## src/srv_pkg.sv

```systemverilog
// Shared types, constants and width helpers for the refraction pipeline.
`timescale 1ns / 1ps

package srv_pkg;

    localparam int WORD_W   = 16;
    localparam int ETA_W    = 15;
    localparam int WORD_MAX = 32767;
    localparam int WORD_MIN = -32768;

    // element 0 is x, 1 is y, 2 is z
    typedef logic [2:0][WORD_W-1:0] vec_t;
    typedef logic [ETA_W-1:0]       eta_t;

    // width of the negated dot product, wide enough to hold 2^(2F) as well
    function automatic int dot_w(int frac);
        return (2 * frac + 2 > 35) ? 2 * frac + 2 : 35;
    endfunction

    // width of the rounded cosine
    function automatic int cos_w(int frac);
        return dot_w(frac) - frac;
    endfunction

    // width of the square root result; the radicand has twice as many bits
    function automatic int root_w(int frac);
        return (frac + 1 > 16) ? frac + 1 : 16;
    endfunction

endpackage

```

## src/srv_sqrt.sv

```systemverilog
// Pipelined integer square root, one result bit per stage.
`timescale 1ns / 1ps

module srv_sqrt
    import srv_pkg::*;
#(
    parameter int FRAC_BITS = 12
)
(
    input  logic clk,
    input  logic rst_n,
    input  logic up_valid,
    output logic up_ready,
    input  logic [2*root_w(FRAC_BITS)-1:0] up_q,
    input  vec_t up_par,
    input  vec_t up_nrm,
    output logic dn_valid,
    input  logic dn_ready,
    output logic [root_w(FRAC_BITS)-1:0] dn_root,
    output vec_t dn_par,
    output vec_t dn_nrm
);

    localparam int RW = root_w(FRAC_BITS);
    localparam int QW = 2 * RW;
    localparam int MW = RW + 2;
    localparam int CUW = RW + 4;

    logic [RW-1:0] v_reg, v_next, v_in;
    logic [RW:0]   go;

    // remainder and remaining radicand bits are not needed after the last step
    logic [MW-1:0] rem_reg  [RW-1];
    logic [QW-1:0] bits_reg [RW-1];
    logic [RW-1:0] root_reg [RW];
    vec_t          par_reg  [RW];
    vec_t          nrm_reg  [RW];

    always_comb
    begin
        v_in   = {v_reg[RW-2:0], up_valid};
        go[RW] = dn_ready;
        for (int k = RW - 1; k >= 0; k--)
        begin
            go[k] = !v_reg[k] || go[k+1];
        end
        for (int k = 0; k < RW; k++)
        begin
            v_next[k] = go[k] ? v_in[k] : v_reg[k];
        end
    end

    always_ff @(posedge clk or negedge rst_n)
    begin
        if (!rst_n)
        begin
            v_reg <= '0;
        end
        else
        begin
            v_reg <= v_next;
        end
    end

    for (genvar k = 0; k < RW; k++)
    begin : g_step
        logic [MW-1:0]  rem_in;
        logic [QW-1:0]  bits_in;
        logic [RW-1:0]  root_in;
        vec_t           par_in;
        vec_t           nrm_in;
        logic [CUW-1:0] cur;
        logic [CUW-1:0] trial;
        logic [CUW-1:0] diff;
        logic           take;
        logic [MW-1:0]  rem_next;
        logic [RW-1:0]  root_next;

        if (k == 0)
        begin : g_first
            assign rem_in  = '0;
            assign bits_in = up_q;
            assign root_in = '0;
            assign par_in  = up_par;
            assign nrm_in  = up_nrm;
        end
        else
        begin : g_rest
            assign rem_in  = rem_reg[k-1];
            assign bits_in = bits_reg[k-1];
            assign root_in = root_reg[k-1];
            assign par_in  = par_reg[k-1];
            assign nrm_in  = nrm_reg[k-1];
        end

        // bring down the next bit pair and try root*4 + 1
        always_comb
        begin
            cur       = {rem_in, bits_in[QW-1 -: 2]};
            trial     = {2'b00, root_in, 2'b01};
            diff      = cur - trial;
            take      = (cur >= trial);
            rem_next  = take ? diff[MW-1:0] : cur[MW-1:0];
            root_next = {root_in[RW-2:0], take};
        end

        always_ff @(posedge clk)
        begin
            if (go[k] && v_in[k])
            begin
                root_reg[k] <= root_next;
                par_reg[k]  <= par_in;
                nrm_reg[k]  <= nrm_in;
            end
        end

        if (k < RW - 1)
        begin : g_carry
            always_ff @(posedge clk)
            begin
                if (go[k] && v_in[k])
                begin
                    rem_reg[k]  <= rem_next;
                    bits_reg[k] <= {bits_in[QW-3:0], 2'b00};
                end
            end
        end
    end

    assign up_ready = go[0];
    assign dn_valid = v_reg[RW-1];
    assign dn_root  = root_reg[RW-1];
    assign dn_par   = par_reg[RW-1];
    assign dn_nrm   = nrm_reg[RW-1];

endmodule

```

## config.mk

```make
export PLATFORM = sky130hd
export DESIGN_NAME = srv_sqrt
export DESIGN_NICKNAME = d
export VERILOG_FILES = /design/src/srv_pkg.sv /design/src/srv_sqrt.sv
export SDC_FILE = /design/constraint.sdc
export NUM_CORES = 2
export LEC_CHECK = 0
export ABC_AREA = 1
export BUFFER_PORTS_ARGS = -buffer_cell sky130_fd_sc_hd__buf_2
export CORE_MARGIN = 2
export CORE_UTILIZATION = 55
export DETAILED_ROUTE_END_ITERATION = 8
export PLACE_DENSITY = 0.76
export SLEW_MARGIN = 20
export SYNTH_ARGS = -nofsm -noshare
export SYNTH_HDL_FRONTEND = slang
export SYNTH_SLANG_ARGS = --single-unit
```

## constraint.sdc

```tcl
create_clock -name clk -period 17 [get_ports clk]
set_input_delay 3.4 -clock clk [delete_from_list [all_inputs] [get_ports clk]]
set_output_delay 3.4 -clock clk [all_outputs]
set_load 0.1 [all_outputs]
```

## After elaboration in Yosys (flattened, before gate mapping)

Memories as Yosys holds them, arrays and structs flattened.
Index checks and enable logic that the tools add are counted.

| word-level totals | value |
|---|---|
| register bits after elaboration | 16 |
| memory bits (writable) | 2,512 |
| input bits | 132 |
| word-level logic and storage cells | 147 |
| memories kept | 5 |

Memory list:

| memory | depth | bits a word | rd ports | clocked after Yosys merged registers in | write ports | line | text |
|---|---|---|---|---|---|---|---|
| nrm_reg | 16 | 48 | 16 | 0 | 16 | srv_sqrt.sv:37 | `vec_t nrm_reg [RW];` |
| par_reg | 16 | 48 | 16 | 0 | 16 | srv_sqrt.sv:36 | `vec_t par_reg [RW];` |
| bits_reg | 15 | 30 | 15 | 0 | 15 | srv_sqrt.sv:34 | `logic [QW-1:0] bits_reg [RW-1];` |
| rem_reg | 15 | 18 | 15 | 0 | 15 | srv_sqrt.sv:33 | `logic [MW-1:0] rem_reg [RW-1];` |
| root_reg | 16 | 16 | 16 | 0 | 16 | srv_sqrt.sv:35 | `logic [RW-1:0] root_reg [RW];` |

| cells by class | value |
|---|---|
| $add $sub $neg | 15 |
| order comparisons | 16 |
| mux-type cells | 47 |
| reductions and logical operators | 48 |

Operator list:

| kind | number |
|---|---|
| 20-bit by 18-bit >= comparator with 1-bit output | 15 |
| 18-bit two-way mux | 15 |
| 18-bit subtractor | 14 |
| 1-bit two-way mux | 32 |
| 1-bit logical AND | 16 |
| 1-bit zero test | 16 |
| 1-bit logical OR | 16 |
| 2-bit by 1-bit subtractor with 3-bit output, second input constant | 1 |
| 2-bit by 1-bit >= comparator with 1-bit output, second input constant | 1 |

## Depth between registers and ports, before layout

| logic depth | value |
|---|---|
| depth in word-level cells | 20 |
| mapped depth | 15 |
| gate-level depth less buffers | 14 |

## Least setup slack after synthesis

No wires, ideal clock.

| path | value |
|---|---|
| path kind | input-to-reg |
| start point | input port dn_ready |
| end point | memory bits_reg[0][224] in the netlist's numbering, enable pin |
| library setup time | 0.681 ns |
| data arrival time | 10.360 ns |
| path slack | 5.959 ns |
| stages | 6 |
| path buffers | 0 |
| path through | inv_1 > nand4_2 > nor2_4 > nand4_4 > nor2_4 > a21oi_1 |

RTL lines:

| what | line | text |
|---|---|---|
| start: declaration | srv_sqrt.sv:18 | `input logic dn_ready,` |
| end: declaration | srv_sqrt.sv:34 |  |

## Final worst setup path

| path | value |
|---|---|
| start point | input port dn_ready |
| end point | output port up_ready |

| on the way | value |
|---|---|
| cells in the longest elaborated chain, start to end | 16 |

RTL lines:

| what | line | text |
|---|---|---|
| 1-bit logical OR (16 in a row) | srv_sqrt.sv:45 | `go[k] = !v_reg[k] \|\| go[k+1];` |
| end: declaration | srv_sqrt.sv:13 | `output logic up_ready,` |

Every way passes these cells.

==> metrics.yaml <==
leakage_uw: 0.0322
syn_area_um2: 77300
cts_root_buf: "clkbuf_16"
syn_inst: 4285
ys_seq_area_frac: 0.845
ys_seq_elements: 2178
grt_max_degree: 143
yosys.cell_count.top_type: "edfxtp_1"
r2r_cells: 12
htreeDepth: 4
synth_edf_count: 2162
clk_pin_slew_ns: 0.06
core.rowCount: 137
maxSlewViolCount: 0
drv_cap: 0
drt_iter0_drc: 2333
clock.fmax_mhz: 117
powerDensity_nw_per_um2: 160
num_antenna_cells: 0
synth_common_cells: "edfxtp_1 (2162), nand2_1 (444), inv_1 (385)"
yosysWarnings: 0
tightestPinTransition_ns: 1.20
design.core.area_um2: 140000
dp.cells: 6403
drc: 0
drive_gt1_frac: 0.142
first_global_vias: 35800
synth_fp_nets: 4570
min_period_over_period: 0.504
cts_resized: 0
hold_viol: 0
seqCellArea_um2: 65300
peakVddDrop_uv: 191
path_class: "in2out"
synth_top_area_cell: "edfxtp_1"
crit_fanout: 4
min-delay-start: "par_reg[0][30]$_DFFE_PP_"
area_delta_synth_final_pct: 13.0
timing.hold.ws_ns: 0.374
whs_path_depth: 0
nFillCells: 9727
wl_um: 129000
synth_flop_cell: "edfxtp_1"
cts_buffers: 202
multi_input_area_um2: 10300
ys_types: 72
initial_core_util: 0.554
ctsHoldBuffers: 0
cp.required_ns: 13.60
critPathLaunchType: "input pin"
ios: 246
hold_class: "reg2reg"
insertion_delay_ns: 0.84
fp.dieH_um: 379
grt_pass1_wl_um: 197000
cts_setup_buffers: 0
post-route-min-period_ns: 8.56
antenna_found_initial: 6
vias: 34800
wl_per_cell_um: 19.0
arrival_ns: 5.16
finalClockSkew_ns: 0.0640
final_util: 0.626
finalNetCount: 5016
hpwl_um: 79500
die_w_um: 379
synth_top_area_share: 0.840
overflow: 0
async_flop_share: 0.00735
die_area_um2: 144000
grt_usage: 0.182
endpoint_kind: "output port"
cp-startpoint: "dn_ready"
synth.area.top_cells: "edfxtp_1 (84%), ha_1 (2.5%), nand2_1 (2.2%), inv_1 (1.9%), xor2_1 (1.1%)"
fin_cells: 6768
status: "completed"
setup_tns_ns: 0
dr.pass1.iters: 8
ant_nets: 0
clock_path_buffers: 3
tritoncts: "done"
gp_congestion: 0.863
avgViaCountPerCell: 5.15
cts.sinks: 2178
relSlewSlack: 0.197
numPortBuffers: 245
avgSynthCellArea_um2: 18.0
rsz0062_at_grt: "no"
r2r-start: "v_reg[14]$_DFFE_PN0P_"
final-setup-viol-count: 0
## cell type report
class / instances / share of cell area
Sequential cell: 2178 / 0.748
Clock inverter: 116 / 0.0128
Inverter: 397 / 0.0177
Timing Repair Buffer: 267 / 0.0164
Clock buffer: 249 / 0.0604
Multi-Input combinational cell: 1685 / 0.118
Tap cell: 1876 / 0.0269
## placed cells by master, fill, tap and decap left out, drive strengths merged, types with 7 or more instances in the layout
cell      netlist  layout
a21boi          9       9
a21o           17      17
a21oi         161     161
a31oi          15      15
buf            24     267
bufinv          0      14
clkbuf          1     249
clkinv          2      85
clkinvlp        0       9
dfrtp          16      16
edfxtp       2162    2162
ha            153     153
inv           395     405
nand2         464     464
nand3         106     106
nand3b         14      14
nand4          48      48
nor2          229     229
nor3           35      35
nor4           20      20
o2111ai         9       9
o211ai          8       8
o21a            7       7
o21ai         174     174
o21bai         11      11
or2            22      22
xnor2          65      65
xor2           93      93
## through the flow
step	instance area [um^2]	setup WS, ns	total power, uW
after floorplan	77300	5.96	9250
after global placement	80900	8.44	9700
after detailed placement	80900	8.43	9780
after CTS	87300	8.43	14100
after global routing	87300	8.30	14500
final	87300	8.44	14000
## final timing paths
kind	slack [ns]	endpoint
max in group asynchronous	14.22	v_reg[5]$_DFFE_PN0P_
hold reg to reg	0.37	par_reg[0][78]$_DFFE_PP_
min in group asynchronous	2.49	v_reg[8]$_DFFE_PN0P_
hold / removal	0.37	par_reg[0][78]$_DFFE_PP_
setup reg to reg	13.77	nrm_reg[0][133]$_DFFE_PP_
setup / recovery	8.44	up_ready
## kinds of logic (layout without fill, tap and decap cells)
group | count (synthesis) | in the layout | synth area share
compound gates | 423 | 423 | 0.0330
xor+xnor | 158 | 158 | 0.0179
fa+ha+maj | 153 | 153 | 0.0248
buf+inv | 422 | 1029 | 0.0224
flops | 2178 | 2178 | 0.845
other cells | 1 | 1 | 0.0000485
simple gates | 950 | 950 | 0.0567
## critical path, stage by stage
cell and delay [ns]:
buf_2 0.10, inv_1 0.07, nand4_2 0.13, nor2_4 0.19, nand4_4 0.13, nor2_4 0.19
nand2_1 0.11, nor2_2 0.14, nand3_2 0.12, nor2_4 0.16, nand4_2 0.11, buf_2 0.31
## metal layers
metal	wire length (um)	track usage
met1	51400	0.219
met2	67200	0.325
met3	5730	0.0320
met4	4290	0.0707
met5	11	0
## power by group
part	total (uW)	internal [uW]	switching [uW]
Combinational	2130	407	1720
Sequential	7530	7180	345
Clock	4320	2430	1890
Total	14000	10000	3960
No activity file was read; power rests on OpenSTA's default activity.
