--- config.mk ---
export PLATFORM = sky130hd
export DESIGN_NAME = srv_dot
export DESIGN_NICKNAME = d
export VERILOG_FILES = /design/src/srv_pkg.sv /design/src/srv_dot.sv
export SDC_FILE = /design/constraint.sdc
export NUM_CORES = 2
export LEC_CHECK = 0
export BUFFER_PORTS_ARGS = -buffer_cell sky130_fd_sc_hd__buf_2
export CELL_PAD_IN_SITES_DETAIL_PLACEMENT = 0
export CELL_PAD_IN_SITES_GLOBAL_PLACEMENT = 1
export CORE_UTILIZATION = 47
export CTS_BUF_LIST = sky130_fd_sc_hd__clkbuf_4 sky130_fd_sc_hd__clkbuf_8
export DETAILED_ROUTE_END_ITERATION = 7
export GPL_ROUTABILITY_DRIVEN = 0
export GPL_TIMING_DRIVEN = 0
export PLACE_DENSITY_LB_ADDON = 0.1
export SLEW_MARGIN = 30
export SYNTH_ARGS = -nofsm -noshare
export SYNTH_HDL_FRONTEND = slang
export SYNTH_SLANG_ARGS = --single-unit
--- constraint.sdc ---
create_clock -name clk -period 6.07 [get_ports clk]
set_input_delay 0.3035 -clock clk [delete_from_list [all_inputs] [get_ports clk]]
set_output_delay 0.3035 -clock clk [all_outputs]
set_load 0.005 [all_outputs]
--- src/srv_pkg.sv ---
// Shared types, constants and width helpers for the refraction pipeline.
`timescale 1ns / 1ps

package srv_pkg;

    localparam int WORD_W   = 16;
    localparam int ETA_W    = 15;
    localparam int WORD_MAX = 32767;
    localparam int WORD_MIN = -32768;

    // element 0 is x, 1 is y, 2 is z
    typedef logic [2:0][WORD_W-1:0] vec_t;
    typedef logic [ETA_W-1:0]       eta_t;

    // width of the negated dot product, wide enough to hold 2^(2F) as well
    function automatic int dot_w(int frac);
        return (2 * frac + 2 > 35) ? 2 * frac + 2 : 35;
    endfunction

    // width of the rounded cosine
    function automatic int cos_w(int frac);
        return dot_w(frac) - frac;
    endfunction

    // width of the square root result; the radicand has twice as many bits
    function automatic int root_w(int frac);
        return (frac + 1 > 16) ? frac + 1 : 16;
    endfunction

endpackage

--- src/srv_dot.sv ---
// Dot product of direction and normal, negated, clamped at one and rounded.
`timescale 1ns / 1ps

module srv_dot
    import srv_pkg::*;
#(
    parameter int FRAC_BITS = 12
)
(
    input  logic clk,
    input  logic rst_n,
    input  logic up_valid,
    output logic up_ready,
    input  vec_t up_dir,
    input  vec_t up_nrm,
    input  eta_t up_eta,
    output logic dn_valid,
    input  logic dn_ready,
    output vec_t dn_dir,
    output vec_t dn_nrm,
    output eta_t dn_eta,
    output logic signed [cos_w(FRAC_BITS)-1:0] dn_cos
);

    localparam int DW = dot_w(FRAC_BITS);
    localparam int CW = cos_w(FRAC_BITS);
    localparam int PW = 2 * WORD_W;
    localparam logic signed [DW-1:0] ONE2 = DW'(1) <<< (2 * FRAC_BITS);
    localparam logic signed [DW-1:0] HALF = DW'(1) <<< (FRAC_BITS - 1);

    logic [2:0] v_reg, v_next, v_in;
    logic [3:0] go;

    logic signed [PW-1:0] prod_next [3];
    logic signed [PW-1:0] prod_reg  [3];
    logic signed [DW-1:0] nd_next, nd_reg;
    logic signed [DW-1:0] clamp_val, rsum, cos_full;
    logic signed [CW-1:0] cos_next, cos_reg;
    vec_t dir_reg [3];
    vec_t nrm_reg [3];
    eta_t eta_reg [3];

    // per-stage bubble collapse: a stage loads when empty or when it drains
    always_comb
    begin
        v_in  = {v_reg[1:0], up_valid};
        go[3] = dn_ready;
        for (int k = 2; k >= 0; k--)
        begin
            go[k] = !v_reg[k] || go[k+1];
        end
        for (int k = 0; k < 3; k++)
        begin
            v_next[k] = go[k] ? v_in[k] : v_reg[k];
        end
    end

    always_ff @(posedge clk or negedge rst_n)
    begin
        if (!rst_n)
        begin
            v_reg <= '0;
        end
        else
        begin
            v_reg <= v_next;
        end
    end

    always_comb
    begin
        for (int i = 0; i < 3; i++)
        begin
            prod_next[i] = $signed(up_dir[i]) * $signed(up_nrm[i]);
        end
    end

    always_comb
    begin
        nd_next = '0;
        for (int i = 0; i < 3; i++)
        begin
            nd_next = nd_next - DW'(prod_reg[i]);
        end
    end

    always_comb
    begin
        clamp_val = (nd_reg > ONE2) ? ONE2 : nd_reg;
        rsum      = clamp_val + HALF;
        cos_full  = rsum >>> FRAC_BITS;
        cos_next  = cos_full[CW-1:0];
    end

    always_ff @(posedge clk)
    begin
        if (go[0] && v_in[0])
        begin
            prod_reg   <= prod_next;
            dir_reg[0] <= up_dir;
            nrm_reg[0] <= up_nrm;
            eta_reg[0] <= up_eta;
        end
        if (go[1] && v_in[1])
        begin
            nd_reg     <= nd_next;
            dir_reg[1] <= dir_reg[0];
            nrm_reg[1] <= nrm_reg[0];
            eta_reg[1] <= eta_reg[0];
        end
        if (go[2] && v_in[2])
        begin
            cos_reg    <= cos_next;
            dir_reg[2] <= dir_reg[1];
            nrm_reg[2] <= nrm_reg[1];
            eta_reg[2] <= eta_reg[1];
        end
    end

    assign up_ready = go[0];
    assign dn_valid = v_reg[2];
    assign dn_dir   = dir_reg[2];
    assign dn_nrm   = nrm_reg[2];
    assign dn_eta   = eta_reg[2];
    assign dn_cos   = cos_reg;

endmodule

# Word-level counts from Yosys, hierarchy flattened
# Memory sizes are Yosys's and may differ from the RTL's.
# Index checks and enable logic that the tools add are counted.
word_totals:
  ff_bits: 157
  mem_bits_rw: 333
  inputBits: 115
  out_inout_bits: 136
  word_cells: 35
  memories: 3
memory_table:
  columns: ["memory", "words", "width", "rd", "rd_clocked_by_memory_dff", "write_ports", "line_no", "source"]
  rows:
  - ["dir_reg", 3, 48, 3, 0, 3, "srv_dot.sv:39", "vec_t dir_reg [3];"]
  - ["nrm_reg", 3, 48, 3, 0, 3, "srv_dot.sv:40", "vec_t nrm_reg [3];"]
  - ["eta_reg", 3, 15, 3, 0, 3, "srv_dot.sv:41", "eta_t eta_reg [3];"]
op_classes:
  n_addsub: 4
  mul: 3
  magnitude_cmp: 1
  n_mux: 7
  reduce_logical: 9
ops:
  columns: ["operator", "count"]
  rows:
  - ["16-bit by 16-bit multiplier with 32-bit output", 3]
  - ["35-bit by 13-bit adder with 35-bit output, second input constant", 1]
  - ["35-bit by 26-bit > comparator with 1-bit output, second input constant", 1]
  - ["35-bit two-way mux", 1]
  - ["34-bit by 32-bit subtractor with 35-bit output", 1]
  - ["33-bit by 32-bit subtractor with 34-bit output", 1]
  - ["1-bit by 32-bit subtractor with 33-bit output, first input constant", 1]
  - ["1-bit two-way mux", 6]
  - ["1-bit logical AND", 3]
  - ["1-bit zero test", 3]
  - ["1-bit logical OR", 3]

# Longest topological paths before layout
depth:
  ltp_word: 7
  depth_mapped: 24
  mapped_depth_nobuf: 23

# Worst setup path after synthesis
# Ideal clock, no wire load.
synth_path:
  path_type: "in2reg"
  start: "in up_dir[47] in the netlist's numbering"
  end: "reg prod_reg[29] in the netlist's numbering (data pin)"
  setup_ns: 0.266
  arrival_time_ns: 5.795
  t_required_ns: 5.804
  path_slack_ns: 0.008
  stages: 20
  path_buffers: 1
  path_cell_list: "clkbuf_1 -> nand2_1 -> inv_1 -> fa_1 -> fa_1 -> inv_1 -> fa_1 -> inv_1 -> fa_1 -> fa_1 -> inv_1 -> fa_1 -> inv_1 -> ha_1 -> and2_1 -> a22o_1 -> or3b_1 -> a31oi_4 -> or3_1 -> nand4b_1"
synth_rtl:
  columns: ["item", "line_no", "source"]
  rows:
  - ["start: declaration", "srv_dot.sv:14", "input vec_t up_dir,"]
  - ["end signal: assignment", "srv_dot.sv:99", "prod_reg <= prod_next;"]
  - ["end: declaration", "srv_dot.sv:35", "logic signed [PW-1:0] prod_reg [3];"]

==> flow_summary.ini <==
[clocking]
clk_latency_ns = 0.77
ctsHtreeMaxLevel = 3
cts_buffers = 85
cts.clk_slew.worst_paths_ns = 0.06
cts.sinks = 490
cts_tree = built
cts_buffer_depth = 3
root_buffer = clkbuf_8

[synth]
synthFlopType = edfxtp_1
yosysWarnings = 0
synth_area_leaders = fa_1 34%, edfxtp_1 30%, ha_1 8.1%
yosysMostFrequentCell = inv_1
synth_commonest_cells = 955 x inv_1, 818 x fa_1, 487 x edfxtp_1
synth_seq_cells = 490
synth_edf_count = 487
yosysSeqAreaShare = 0.301
synth_fp_nets = 5590
yosys.area.top_type_share = 0.336
syn_inst = 4343
synth_compound_area_frac = 0.0450
syn_area_per_cell_um2 = 11.2
synth_area_leader_cell = fa_1
synthAdderAreaFrac = 0.416
synthMuxAreaShare = 0.000616
synth_top_family_by_area = adder cells
synth-simple-area-share = 0.113
async_flop_share = 0.00612
ys_types = 83
netlist_area_mm2 = 0.0488
synth_xor_area_frac = 0.0250

[drt]
wirelength_um = 114000
drc = 0
vias = 30600
routed_via_density = 4.95
wl_per_cell_um = 18.4
dr.pass1.iters = 6
ant_nets = 0
drt_iter0_markers = 1588

[floorplan]
initial_core_util = 0.477
num_rows = 117
die_w_um = 324
die_h_um = 324
dieArea_mm2 = 0.105
core_area_mm2 = 0.102
ioPinCount = 251

[placed_design]
dpl.hpwl_um = 93300
dp_cells = 5972
io_buffers = 250

[sta]
worstMarginPinSlew_ns = 0.911
maxSlewHeadroom = 0.390
clock.fmax_mhz = 170
rsz0062_at_grt = true
hold_viol = 0
report.final.slew_viol_count = 0
fin_crit_sh = 0.969
setup_viol = 0
fin_crit_ns = 5.88
fin_worst_skew_ns = 0.0483

[worst_hold_path]
hold_path.class = input port to flip-flop
whs_path_depth = 1
min_from = up_dir[12]
hold_end = dir_reg[0][12]

[setup_path]
cp.arrival_ns = 6.36
endpoint_kind = flip-flop
reg2reg_from = nd_reg[25]
start_kind = input port
r2r_cells = 13
critPathSlowestCell = fa_1
required_ns = 6.55
path_class = input port to flip-flop
r2r_setup_slack_ns = 1.61
crit_start = up_nrm[38]
crit_top_cell = fa_1
crit_chain = buf_2, clkbuf_2, and2_1, fa_1, inv_1, fa_1, inv_1, fa_1, fa_1, fa_1, inv_1, fa_1, inv_1, ha_1, nand2_1, o21ai_0, nor4_2, o21ai_0, o2111ai_2, or3b_1, a31oi_4, or3_1, nand4b_1
max_stage_delay_ns = 0.54
r2r-end = dn_cos[19]
worst-path-max-fanout = 10

[global_route]
grtUsageTotal = 0.230
first_global_vias = 32900
grt_pass1_wl_um = 183000
grt_max_degree = 47
globalRouteOverflowTotal = 0
antenna_found_initial = 2

[final_layout]
synthToLayoutAreaGrowth_pct = 12.6
fillers = 9259
stdcell_count = 6186
nNetsFinal = 5999
layout-drive-gt1-share = 0.125

[run]
max_cap_violations = 0

[status]
status = finished, final reports clean
[placed cells by master, fill, tap and decap left out, types with 31 or more instances in the layout]
cell,Yosys,routed
a21o_1,46,46
a21oi_1,78,78
and2_1,366,363
buf_2,1,248
buf_4,111,119
clkbuf_4,0,32
clkbuf_8,0,86
dlygate4sd3_1,0,112
edfxtp_1,487,487
fa_1,818,815
ha_1,314,313
inv_1,955,955
nand2_1,418,418
nand2b_1,31,31
nand3_1,35,35
nor2_1,131,130
nor3_1,36,35
o21ai_0,34,32
xnor2_1,99,98
xor2_1,40,39
[through the flow]
| stage | hold WS (ns) | cell area, µm² | util | setup slack, ns | TNS, ns |
|---|---|---|---|---|---|
| 2_1_floorplan | 0.00791 | 48800 | - | 0.00828 | 0 |
| 3_5_place_dp | 0.108 | 52000 | 0.508 | -1.46 | -29.41 |
| 5_1_grt | 0.0183 | 54900 | 0.537 | -0.00391 | -0.00391 |
| 3_3_place_gp | 0.102 | 51700 | 0.506 | -2.92 | -704.23 |
| 4_1_cts | 0.00482 | 54800 | 0.535 | 0.00653 | 0 |
| 6_report | 0.0738 | 54900 | 0.537 | 0.191 | 0 |
[timing repair]
item,CTS,global route
hold buffers,112,0
gates resized for setup,30,105
buffers inserted,0,1
pin swaps,0,4
endpoints found under the hold margin,116,0
setup endpoints to repair,14,18
[worst max-delay path: cells and delay by family]
kind / cells / cell delay [ns]
fa+ha+maj: 7 / 3.28
simple gates: 6 / 1.26
compound gates: 4 / 0.85
buf+inv: 6 / 0.66
[cells by family after synthesis]
group	count (synthesis)
AND/OR/NAND/NOR	1105
XOR/XNOR	139
AO/OA/AOI/OAI	303
multiplexers	3
flip-flops	490
adder cells (fa/ha/maj)	1132
buffers and inverters	1171
[cell type report]
class	instances	area [µm²]	area share
tap	1368	1710	0.0312
clock buffer	104	1320	0.0240
clock inverter	46	399	0.00727
buffer	164	1130	0.0206
antenna	3	7.51	0.000137
sequential	490	14700	0.268
timing repair buffer	374	2650	0.0483
multi-input combinational	2682	29400	0.536
inverter	955	3580	0.0653
[worst max-delay path by stage]
stage | to | slack (ns)
3_5_place_dp | prod_reg[62] | -1.46
4_1_cts | prod_reg[61] | 0.007
3_3_place_gp | nrm_reg[0][12] | -2.92
5_1_grt | prod_reg[62] | -0.004
6_report | prod_reg[29] | 0.19
2_1_floorplan | prod_reg[29] | 0.008
[per-layer routing]
metal  global-route usage  routed length [µm]  vias to the layer above  share of wire
met5                    0                  13                        -        0.00011
met4               0.0654                2560                        2          0.023
li1                     -                   -                    14200              -
met1                0.320               51500                    15700           0.45
met3               0.0347                5280                      125          0.046
met2                0.375               54200                      621           0.48
Power is not shown: default switching activity piles up to over one toggle a cycle in this logic, so the estimate is an artifact.
